<file path="config.mk">
export PLATFORM = sky130hd
export DESIGN_NAME = run_length_mask_subtract_unit_flat
export DESIGN_NICKNAME = d
export VERILOG_FILES = /design/src/hw/rtl/rlms_pkg.sv /design/src/hw/rtl/rlms_if.sv /design/src/hw/rtl/rlms_cell.sv /design/src/hw/rtl/rlms_queue.sv /design/src/hw/rtl/run_length_mask_subtract_unit.sv /design/src/flat_wrapper.sv
export SDC_FILE = /design/constraint.sdc
export NUM_CORES = 2
export LEC_CHECK = 0
export ABC_AREA = 1
export BUFFER_PORTS_ARGS = -buffer_cell sky130_fd_sc_hd__clkbuf_2
export CORE_ASPECT_RATIO = 1.25
export CORE_UTILIZATION = 40
export DETAILED_ROUTE_END_ITERATION = 8
export PLACE_DENSITY = 0.6
export SLEW_MARGIN = 20
export SYNTH_ARGS = -nofsm -noshare
export SYNTH_HDL_FRONTEND = slang
export SYNTH_HIERARCHICAL = 1
export SYNTH_SLANG_ARGS = --single-unit
</file>
<file path="constraint.sdc">
create_clock -name clk -period 15.3 [get_ports clk]
set_input_delay 0.765 -clock clk [delete_from_list [all_inputs] [get_ports clk]]
set_output_delay 0.765 -clock clk [all_outputs]
set_load 0.02 [all_outputs]
</file>
<file path="src/hw/rtl/rlms_pkg.sv">
package rlms_pkg;

    localparam int QUEUE_DEPTH = 32;
    localparam int COORD_BITS  = 16;
    localparam int CNT_BITS    = $clog2(QUEUE_DEPTH + 1);

    typedef logic signed [COORD_BITS-1:0] coord_t;
    typedef logic [CNT_BITS-1:0]          count_t;

    typedef struct packed {
        coord_t line;
        coord_t left;
        coord_t right;
    } run_t;

    typedef struct packed {
        logic [COORD_BITS-1:0] line;
        logic [COORD_BITS-1:0] left;
        logic [COORD_BITS-1:0] right;
    } piece_t;

    // Control from the sequencer to the queue.
    typedef struct packed {
        logic push;
        logic pop;
    } queue_ctrl_t;

    // Status from the queue to the sequencer.
    typedef struct packed {
        logic empty;
        logic full;
    } queue_stat_t;

endpackage

</file>
<file path="src/hw/rtl/rlms_if.sv">
interface rlms_in_if;
    import rlms_pkg::*;
    logic   valid;
    logic   ready;
    logic   op;
    coord_t line;
    coord_t left;
    coord_t right;
    modport source (output valid, op, line, left, right, input ready);
    modport sink (input valid, op, line, left, right, output ready);
endinterface

interface rlms_out_if;
    import rlms_pkg::*;
    logic                  valid;
    logic                  ready;
    logic [COORD_BITS-1:0] out_line;
    logic [COORD_BITS-1:0] out_left;
    logic [COORD_BITS-1:0] out_right;
    logic                  last;
    logic                  overflow;
    modport source (output valid, out_line, out_left, out_right, last, overflow,
                    input ready);
    modport sink (input valid, out_line, out_left, out_right, last, overflow,
                  output ready);
endinterface

interface rlms_cfg_if;
    import rlms_pkg::*;
    logic   valid;
    logic   ready;
    coord_t data;
    modport source (output valid, data, input ready);
    modport sink (input valid, data, output ready);
endinterface

</file>
<file path="src/hw/rtl/rlms_cell.sv">
module rlms_cell
    import rlms_pkg::*;
(
    input  logic        clk,
    input  queue_ctrl_t ctrl,
    input  logic        sel,
    input  run_t        push_data,
    input  run_t        neighbor,
    output run_t        data
);

    run_t data_reg;

    // On a pop every cell takes the run of its neighbor toward the tail.
    always_ff @(posedge clk)
    begin
        if (ctrl.pop)
        begin
            data_reg <= neighbor;
        end
        else if (ctrl.push && sel)
        begin
            data_reg <= push_data;
        end
    end

    assign data = data_reg;

endmodule

</file>
<file path="src/hw/rtl/rlms_queue.sv">
module rlms_queue
    import rlms_pkg::*;
(
    input  logic        clk,
    input  logic        rst_n,
    input  queue_ctrl_t ctrl,
    input  run_t        push_data,
    output run_t        head,
    output queue_stat_t stat
);

    count_t count_reg;
    count_t count_next;
    run_t   chain [QUEUE_DEPTH+1];

    assign chain[QUEUE_DEPTH] = '0;

    genvar gi;
    generate
        for (gi = 0; gi < QUEUE_DEPTH; gi++)
        begin : g_cell
            rlms_cell u_cell (
                .clk       (clk),
                .ctrl      (ctrl),
                .sel       (count_reg == CNT_BITS'(gi)),
                .push_data (push_data),
                .neighbor  (chain[gi+1]),
                .data      (chain[gi])
            );
        end
    endgenerate

    always_comb
    begin
        count_next = count_reg;
        if (ctrl.pop && count_reg != '0)
        begin
            count_next = count_reg - CNT_BITS'(1);
        end
        else if (ctrl.push && count_reg != CNT_BITS'(QUEUE_DEPTH))
        begin
            count_next = count_reg + CNT_BITS'(1);
        end
    end

    always_ff @(posedge clk or negedge rst_n)
    begin
        if (!rst_n)
        begin
            count_reg <= '0;
        end
        else
        begin
            count_reg <= count_next;
        end
    end

    assign head       = chain[0];
    assign stat.empty = (count_reg == '0);
    assign stat.full  = (count_reg == CNT_BITS'(QUEUE_DEPTH));

endmodule

</file>
<file path="src/hw/rtl/run_length_mask_subtract_unit.sv">
// Run-length mask subtraction.
// in_run carries runs (op, line, left, right). A word with op 0 is a
// subtrahend run and goes into a 32-run queue; when the queue is full it
// is dropped and the sticky overflow bit is set until reset.
// A word with op 1 is a minuend run: after it is accepted, the unit discards
// the queued runs that lie wholly before it, tests the head run, walks past
// each covering run, makes a last test when a covering run reaches beyond
// its right end, and then finishes the run.
// The walk pops the head cell of the queue chain, so the next input word
// is taken only when the run is finished.
// out_piece gives the uncovered pieces with columns minus col_origin; last
// marks the final piece of a run, a fully covered run gives no word.
// One piece is held back to learn whether it is the last, so each piece
// passes through a holding register before the output register.
// cfg writes col_origin; it is always ready and should be written idle.
// A stalled receiver holds the output word and pauses the walk.
// Reset empties the queue, clears overflow and sets col_origin to zero.
module run_length_mask_subtract_unit
    import rlms_pkg::*;
(
    input  logic clk,
    input  logic rst_n,
    rlms_in_if.sink    in_run,
    rlms_out_if.source out_piece,
    rlms_cfg_if.sink   cfg
);

    localparam logic [2:0] ST_IDLE    = 3'd0;
    localparam logic [2:0] ST_DISCARD = 3'd1;
    localparam logic [2:0] ST_WALK    = 3'd2;
    localparam logic [2:0] ST_GAP     = 3'd3;
    localparam logic [2:0] ST_FINISH  = 3'd4;

    logic [2:0]  state_reg, state_next;
    run_t        cur_reg;
    coord_t      origin_reg;
    logic        overflow_reg;
    coord_t      gap_left_reg;
    logic        pend_valid_reg;
    piece_t      pend_reg;
    logic        out_valid_reg;
    piece_t      out_reg;
    logic        out_last_reg;
    logic        out_ovf_reg;

    queue_ctrl_t qctrl;
    queue_stat_t qstat;
    run_t        head;
    run_t        push_run;

    logic        emit;
    coord_t      emit_a, emit_b;
    logic        flush;
    logic        out_free;
    logic        can_move;
    logic        head_same;
    logic        take;

    assign push_run.line  = in_run.line;
    assign push_run.left  = in_run.left;
    assign push_run.right = in_run.right;

    rlms_queue u_queue (
        .clk       (clk),
        .rst_n     (rst_n),
        .ctrl      (qctrl),
        .push_data (push_run),
        .head      (head),
        .stat      (qstat)
    );

    assign out_free  = !out_valid_reg || out_piece.ready;
    assign can_move  = !pend_valid_reg || out_free;
    assign head_same = !qstat.empty && (head.line == cur_reg.line);
    assign in_run.ready = (state_reg == ST_IDLE);
    assign take      = in_run.valid && in_run.ready;
    assign cfg.ready = 1'b1;

    always_comb
    begin
        state_next = state_reg;
        qctrl      = '0;
        emit       = 1'b0;
        emit_a     = cur_reg.left;
        emit_b     = cur_reg.right;
        flush      = 1'b0;
        case (state_reg)
            ST_IDLE:
            begin
                if (take)
                begin
                    if (in_run.op)
                    begin
                        state_next = ST_DISCARD;
                    end
                    else
                    begin
                        qctrl.push = 1'b1;
                    end
                end
            end
            ST_DISCARD:
            begin
                if (!qstat.empty && (head.line < cur_reg.line ||
                    (head.line == cur_reg.line && cur_reg.left > head.right)))
                begin
                    qctrl.pop = 1'b1;
                end
                else if (qstat.empty || head.line > cur_reg.line ||
                         cur_reg.right < head.left)
                begin
                    // No queued run touches this one: it goes out whole.
                    if (can_move)
                    begin
                        emit       = 1'b1;
                        state_next = ST_FINISH;
                    end
                end
                else if (head.left > cur_reg.left)
                begin
                    if (can_move)
                    begin
                        emit       = 1'b1;
                        emit_b     = head.left - COORD_BITS'(1);
                        state_next = ST_WALK;
                    end
                end
                else
                begin
                    state_next = ST_WALK;
                end
            end
            ST_WALK:
            begin
                if (head.right < cur_reg.right)
                begin
                    qctrl.pop  = 1'b1;
                    state_next = ST_GAP;
                end
                else
                begin
                    state_next = ST_FINISH;
                end
            end
            ST_GAP:
            begin
                // The gap ends at the next covering run on this line, if any.
                if (can_move)
                begin
                    emit   = 1'b1;
                    emit_a = gap_left_reg;
                    if (head_same && cur_reg.right >= head.left)
                    begin
                        emit_b = head.left - COORD_BITS'(1);
                    end
                    if (head_same && cur_reg.right > head.right)
                    begin
                        state_next = ST_WALK;
                    end
                    else
                    begin
                        state_next = ST_FINISH;
                    end
                end
            end
            ST_FINISH:
            begin
                if (!pend_valid_reg)
                begin
                    state_next = ST_IDLE;
                end
                else if (out_free)
                begin
                    flush      = 1'b1;
                    state_next = ST_IDLE;
                end
            end
            default:
            begin
                state_next = ST_IDLE;
            end
        endcase
    end

    always_ff @(posedge clk or negedge rst_n)
    begin
        if (!rst_n)
        begin
            state_reg      <= ST_IDLE;
            origin_reg     <= '0;
            overflow_reg   <= 1'b0;
            pend_valid_reg <= 1'b0;
            out_valid_reg  <= 1'b0;
        end
        else
        begin
            state_reg <= state_next;
            if (cfg.valid)
            begin
                origin_reg <= cfg.data;
            end
            if (take && !in_run.op && qstat.full)
            begin
                overflow_reg <= 1'b1;
            end
            if (emit)
            begin
                pend_valid_reg <= 1'b1;
            end
            else if (flush)
            begin
                pend_valid_reg <= 1'b0;
            end
            if ((emit && pend_valid_reg) || flush)
            begin
                out_valid_reg <= 1'b1;
            end
            else if (out_piece.ready)
            begin
                out_valid_reg <= 1'b0;
            end
        end
    end

    always_ff @(posedge clk)
    begin
        if (take)
        begin
            cur_reg <= push_run;
        end
        if (state_reg == ST_WALK)
        begin
            gap_left_reg <= head.right + COORD_BITS'(1);
        end
        if (emit)
        begin
            pend_reg.line  <= cur_reg.line;
            pend_reg.left  <= emit_a - origin_reg;
            pend_reg.right <= emit_b - origin_reg;
        end
        if ((emit && pend_valid_reg) || flush)
        begin
            out_reg      <= pend_reg;
            out_last_reg <= flush;
            out_ovf_reg  <= overflow_reg;
        end
    end

    assign out_piece.valid     = out_valid_reg;
    assign out_piece.out_line  = out_reg.line;
    assign out_piece.out_left  = out_reg.left;
    assign out_piece.out_right = out_reg.right;
    assign out_piece.last      = out_last_reg;
    assign out_piece.overflow  = out_ovf_reg;

endmodule
</file>
<file path="src/flat_wrapper.sv">
// flat-port wrapper written by rule: the top's interface ports become plain ports
module run_length_mask_subtract_unit_flat import rlms_pkg::*;
  (clk, rst_n, in_run_valid, in_run_op, in_run_line, in_run_left, in_run_right, in_run_ready, out_piece_valid, out_piece_out_line, out_piece_out_left, out_piece_out_right, out_piece_last, out_piece_overflow, out_piece_ready, cfg_valid, cfg_data, cfg_ready);
  rlms_in_if in_run_i ();
  rlms_out_if out_piece_i ();
  rlms_cfg_if cfg_i ();
  input  logic clk;
  input  logic rst_n;
  input wire logic [$bits(in_run_i.valid)-1:0] in_run_valid;
  input wire logic [$bits(in_run_i.op)-1:0] in_run_op;
  input wire logic [$bits(in_run_i.line)-1:0] in_run_line;
  input wire logic [$bits(in_run_i.left)-1:0] in_run_left;
  input wire logic [$bits(in_run_i.right)-1:0] in_run_right;
  output wire logic [$bits(in_run_i.ready)-1:0] in_run_ready;
  output wire logic [$bits(out_piece_i.valid)-1:0] out_piece_valid;
  output wire logic [$bits(out_piece_i.out_line)-1:0] out_piece_out_line;
  output wire logic [$bits(out_piece_i.out_left)-1:0] out_piece_out_left;
  output wire logic [$bits(out_piece_i.out_right)-1:0] out_piece_out_right;
  output wire logic [$bits(out_piece_i.last)-1:0] out_piece_last;
  output wire logic [$bits(out_piece_i.overflow)-1:0] out_piece_overflow;
  input wire logic [$bits(out_piece_i.ready)-1:0] out_piece_ready;
  input wire logic [$bits(cfg_i.valid)-1:0] cfg_valid;
  input wire logic [$bits(cfg_i.data)-1:0] cfg_data;
  output wire logic [$bits(cfg_i.ready)-1:0] cfg_ready;
  assign in_run_i.valid = in_run_valid;
  assign in_run_i.op = in_run_op;
  assign in_run_i.line = in_run_line;
  assign in_run_i.left = in_run_left;
  assign in_run_i.right = in_run_right;
  assign in_run_ready = in_run_i.ready;
  assign out_piece_valid = out_piece_i.valid;
  assign out_piece_out_line = out_piece_i.out_line;
  assign out_piece_out_left = out_piece_i.out_left;
  assign out_piece_out_right = out_piece_i.out_right;
  assign out_piece_last = out_piece_i.last;
  assign out_piece_overflow = out_piece_i.overflow;
  assign out_piece_i.ready = out_piece_ready;
  assign cfg_i.valid = cfg_valid;
  assign cfg_i.data = cfg_data;
  assign cfg_ready = cfg_i.ready;
  run_length_mask_subtract_unit u_core (.clk(clk), .rst_n(rst_n), .in_run(in_run_i), .out_piece(out_piece_i), .cfg(cfg_i));
endmodule
</file>
Yosys cells after proc, flatten, opt, wreduce, memory -nomap -nowiden --
Cells that the tools add are included.
Storage, ports and cells: memories kept 0, RAM bits 0, bits in read-only memories 0, bits of input ports 70, bits in latches 0, register bits 1726, logic and storage cells 368, output and inout port bits 53
Cells by class: order comparisons 8, div/mod/pow operators 0, add/sub/neg operators 6, muxes and demuxes 104, reductions and logical operators 91, equality and inequality tests 45, $mul 0, bitwise operators 0, shift operators 0
Operator list (count):
- 2-to-1 mux 48 bit | 62
- 2-to-1 mux 16 bit | 8
- == test 6 x 5 -> 1 bit, second input constant | 16
- nonzero test 2 bit | 34
- greater-than comparator 16 bit | 4
- == test 6 x 4 -> 1 bit, second input constant | 8
- < comparator 16 bit | 3
- logical AND 1 bit | 43
- 2-to-1 mux 3 bit | 12
- one-hot mux 16 bit (2 select lines) | 1
- subtractor 16 bit | 2
- == test 6 x 3 -> 1 bit, second input constant | 4
- adder 16 x 2 -> 16 bit, second input constant | 1
- == test 16 bit | 1
- greater-or-equal comparator 16 bit | 1
- 2-to-1 mux 1 bit | 16
- subtractor 16 x 2 -> 16 bit, second input constant | 1
- one-hot mux 3 bit (5 select lines) | 1
- == test 6 x 2 -> 1 bit, second input constant | 2
- 2-to-1 mux 6 bit | 2
- AND reduction 7 bit | 1
- adder 6 x 1 -> 6 bit, second input constant | 1
- == test 3 x 2 -> 1 bit, second input constant | 2
- == test 6 x 1 -> 1 bit, second input constant | 1
- other kinds (15) | 27

Logic depth before layout (Yosys ltp) --
depth after elaboration 11, mapped depth 33, depth with buffers taken out 32

Hierarchy --
The synthesis kept the hierarchy.
Modules (own cells, without submodules):
- rlms_cell | area an instance 2053.2 um2, cells an instance 205, times used 32, seq. area each 1441.4 um2
- run_length_mask_subtract_unit | area an instance 11168.2 um2, cells an instance 1158, times used 1, seq. area each 5415.2 um2
- rlms_queue | area an instance 797.0 um2, cells an instance 135, times used 1, seq. area each 150.1 um2

Least setup slack after synthesis --
No wires, ideal clock.
path type reg2reg, from register u_core.state_reg[1], to register u_core.u_queue.g_cell[0].u_cell.data_reg, in the netlist u_core/u_queue/g_cell[0].u_cell/data[0], enable pin, buffers on the path 2, stages on the path, launching flop included 9, data required time 14.893 ns, path slack 9.057 ns, library setup time 0.407 ns, data arrival time 5.837 ns, period minus slack after synthesis 6.243 ns, path through dfrtp_1 clkbuf_1 inv_1 nor3_1 nand4_1 nand2_1 inv_2 buf_2 nand2_1
RTL lines:
- from (decl) | RTL line run_length_mask_subtract_unit.sv:34 | logic [2:0] state_reg, state_next;
- from (signal assigned) | RTL line run_length_mask_subtract_unit.sv:197 | state_reg <= state_next;
- to (signal assigned) | RTL line rlms_cell.sv:19 | data_reg <= neighbor;
- to (signal assigned) | RTL line rlms_cell.sv:23 | data_reg <= push_data;
- to (decl) | RTL line rlms_cell.sv:12 | run_t data_reg;

==> impl_metrics.csv <==
group,metric,value,unit
global_routing,grt_max_degree,228,
global_routing,grt-ovfl-total,0,
timing,finalCriticalPeriod,6.489,ns
pwr,vdd_drop_max,275.1,uV
clock_network,clkLatencyLatePin,0.82,ns
logic_synthesis,synth_compound_area_frac,0.01208,
drt,wl_per_cell,15.24,um
logic_synthesis,synth_edf_count,1698,
logic_synthesis,synth_area_leaders,"edfxtp_1, nand2_1, ha_1, buf_2, buf_4",
logic_synthesis,synth_top_area_frac,0.6565,
timing,skew,0.05443,ns
place,port_buffers,121,
logic_synthesis,synth_xor_area_frac,0.006992,
logic_synthesis,synth.largest_area_cell,"edfxtp_1",
drt,vias_per_cell,4.830,
logic_synthesis,synth_top_family_by_area,"simple AND/OR/NAND/NOR gates",
logic_synthesis,synth_cell_type_count,49,
logic_synthesis,synth_fa_ha_area_frac,0.01936,
floorplanning,core_area,192600,um2
clock_network,post_cts_buffers,0,
clock_network,cts_root_buffer,"clkbuf_16",
logic_synthesis,synthTopCellsByCount,"nand2_1, edfxtp_1, buf_2",
setup_path,worstSetupPathType,"reg2reg",
pwr,netSwitchingPower,8216,uW
timing,hold_viol,0,
drt,drc,0,
drt,finalWirelength,161800,um
logic_synthesis,yosys_warnings,6,
timing,min_period_over_period,0.4241,
drt,firstDrtPassIters,6,
drt,wl_met2,83690,um
global_routing,antenna_found_initial,1,
clock_network,clk_path_buf_depth,3,
logic_synthesis,synth-seq-area-share,0.6655,
logic_synthesis,synthArstFlopShare,0.01622,
logic_synthesis,syn_area,77670,um2
drt,ant_nets,0,
timing,fin_setup_tns,0,ns
timing,hold_ws,0.07543,ns
logic_synthesis,synth-seq-cells,1726,
floorplanning,fp.dieH,494.7,um
floorplanning,num_rows,180,
cells_and_area,final_nets,8117,
run,cap_violations,0,
timing,fmax,154.1,MHz
timing,tightest_slew,1.062,ns
cells_and_area,drive_gt1_frac,0.07210,
clock_network,cts_sinks,1726,
cells_and_area,nFillCells,17983,
run_status,status,"complete, no violations",
logic_synthesis,synth_flop_cell,"edfxtp_1",
pwr,p_leak,0.03677,uW
place,globalplace.congestion,0.9124,
clock_network,post_cts_resized,0,
timing,rsz0062_at_grt,"no",
global_routing,grt_use_total,0.1652,
clock_network,cts_inserted_buffers,177,
setup_path,cp_data_arrival_time,7.16,ns
drt,route.met3.wl,7006,um
cells_and_area,largest_reg_flops,1536,
drt,vias,51299,
timing,slew_headroom,0.2921,
logic_synthesis,muxShareOfSynthArea,0.0001450,
place,dp_hpwl,104700,um
timing,drv_slew,0,
drt,dr.max_layer_used,"met4",
clock_network,path_clk_slew,0.06,ns
setup_path,required,15.97,ns
setup_path,end_kind,"flip-flop",
floorplanning,dieWidth,396.1,um
pwr,combPwrFrac,0.353,
setup_path,start_kind,"flip-flop",
floorplanning,initial_core_util,0.4033,
floorplanning,die_area,195900,um2
clock_network,cts_hold_buf,0,
setup_path,path_max_fanout,131,
hold_path,min_path_type,"in2async",
cells_and_area,n_antenna_cell,0,
pwr,swShare,0.3814,
clock_network,cts_tree,"built",
pwr,p_clk_frac,0.196,
timing,setup-violations-final,0,
logic_synthesis,syn_inst,7853,
floorplanning,ios,123,
logic_synthesis,synth.avg_cell_area,9.890,um2
clock_network,h-tree-depth,4,
pwr,p_seq_frac,0.451,
pwr,p_per_area,250.5,nW/um2
cells_and_area,syn_to_final_growth,10.70,%
drt,first_iter_violations,3441,
logic_synthesis,synth_simple_gate_area_frac,0.2581,
pwr,intPower,13320,uW
global_routing,grt_pass1_wl,264900,um
global_routing,grt_pass1_vias,50517,
drt,drt-met1-wl,66920,um
logic_synthesis,yosys.cell_count.top_type,"nand2_1",
## power groups by stage
stage	sequential [uW]	combinational (uW)	clock, uW
final	9720	7600	4220
after global routing	9950	8710	4500
after CTS	9760	7710	4340
after detailed placement	9850	7680	0
after global placement	9800	7450	0
after floorplan	9810	5890	0
## stage by stage
stage / area (um2) / setup slack [ns] / total power (uW) / instances / utilization
after floorplan: 77840 / 9.057 / 15700 / 7900 / -
after global placement: 80230 / 8.631 / 17240 / 10296 / 0.4166
after detailed placement: 80260 / 8.589 / 17520 / 10296 / 0.4168
after CTS: 85910 / 8.548 / 21810 / 10619 / 0.4462
after global routing: 85980 / 8.330 / 23160 / 10620 / 0.4465
final: 85980 / 8.811 / 21540 / 10620 / 0.4465
## cell usage in the layout (no fill, tap or decap), drive strengths merged, types with 3 or more instances in the layout
| cell type | n |
|---|---|
| clkinv | 63 |
| clkinvlp | 4 |
| nand2 | 4925 |
| xor2 | 52 |
| nor2 | 150 |
| a21o | 4 |
| dfrtp | 28 |
| inv | 231 |
| nor3 | 25 |
| ha | 117 |
| a21oi | 91 |
| clkbuf | 361 |
| conb | 49 |
| bufinv | 10 |
| edfxtp | 1698 |
| xnor2 | 10 |
| a21boi | 3 |
| o21ai | 56 |
| nand4 | 23 |
| nand3 | 80 |
| buf | 72 |
## worst paths after layout
path,start,slack [ns],end,cells after the start
max in group asynchronous,rst_n,14.62,u_core/origin_reg[13],1
hold reg to reg,u_core/pend_reg[18],0.40,u_core/out_piece.out_left[2],0
hold / removal,rst_n,0.08,u_core/out_piece.valid,1
setup reg to reg,u_core/cur_reg[3],8.81,u_core/u_queue/g_cell[15].u_cell/data[23],16
setup / recovery,u_core/cur_reg[3],8.81,u_core/u_queue/g_cell[15].u_cell/data[23],16
min in group clk,cfg_data[11],0.16,u_core/origin_reg[11],3
## area by class of cell
class / instances / area [um2] / share of cell area
clock buffer: 241 / 4841 / 0.05631
sequential: 1726 / 51690 / 0.6012
timing repair buffer: 192 / 1184 / 0.01377
multi-input combinational: 5605 / 23400 / 0.2722
clock inverter: 82 / 812.0 / 0.009445
tap: 2548 / 3188 / 0.03708
inverter: 226 / 858.3 / 0.009983
## critical path, stage by stage (launching register included)
cell and delay (ns):
edfxtp_1 0.48, ha_1 0.35, nand2_1 0.06, o21ai_0 0.34
nand2_1 0.09, nand2_1 0.07, nand2_1 0.06, nand3_1 0.10
nand4_1 0.34, nand2_4 0.44, buf_4 0.63, buf_4 0.64
buf_12 0.53, buf_4 0.79, buf_4 0.84, nand2_1 0.16
nand2_1 0.13
## cell families (layout without fill, tap and decap cells)
| kind of cell | Yosys count | in the layout |
|---|---|---|
| other | 2 | 49 |
| AND/OR/NAND/NOR | 5208 | 5208 |
| buffers and inverters | 569 | 741 |
| XOR/XNOR | 62 | 62 |
| AO/OA/AOI/OAI | 166 | 166 |
| adder cells (fa/ha/maj) | 119 | 119 |
| multiplexers | 1 | 1 |
| flip-flops | 1726 | 1726 |
## layer usage
metal  vias to the layer above  track usage
li1                      25474            -
met3                       255      0.02456
met5                         -            0
met1                     24575       0.1968
met2                       995       0.3036
met4                         0      0.05273
(Power assumes the default switching activity.)
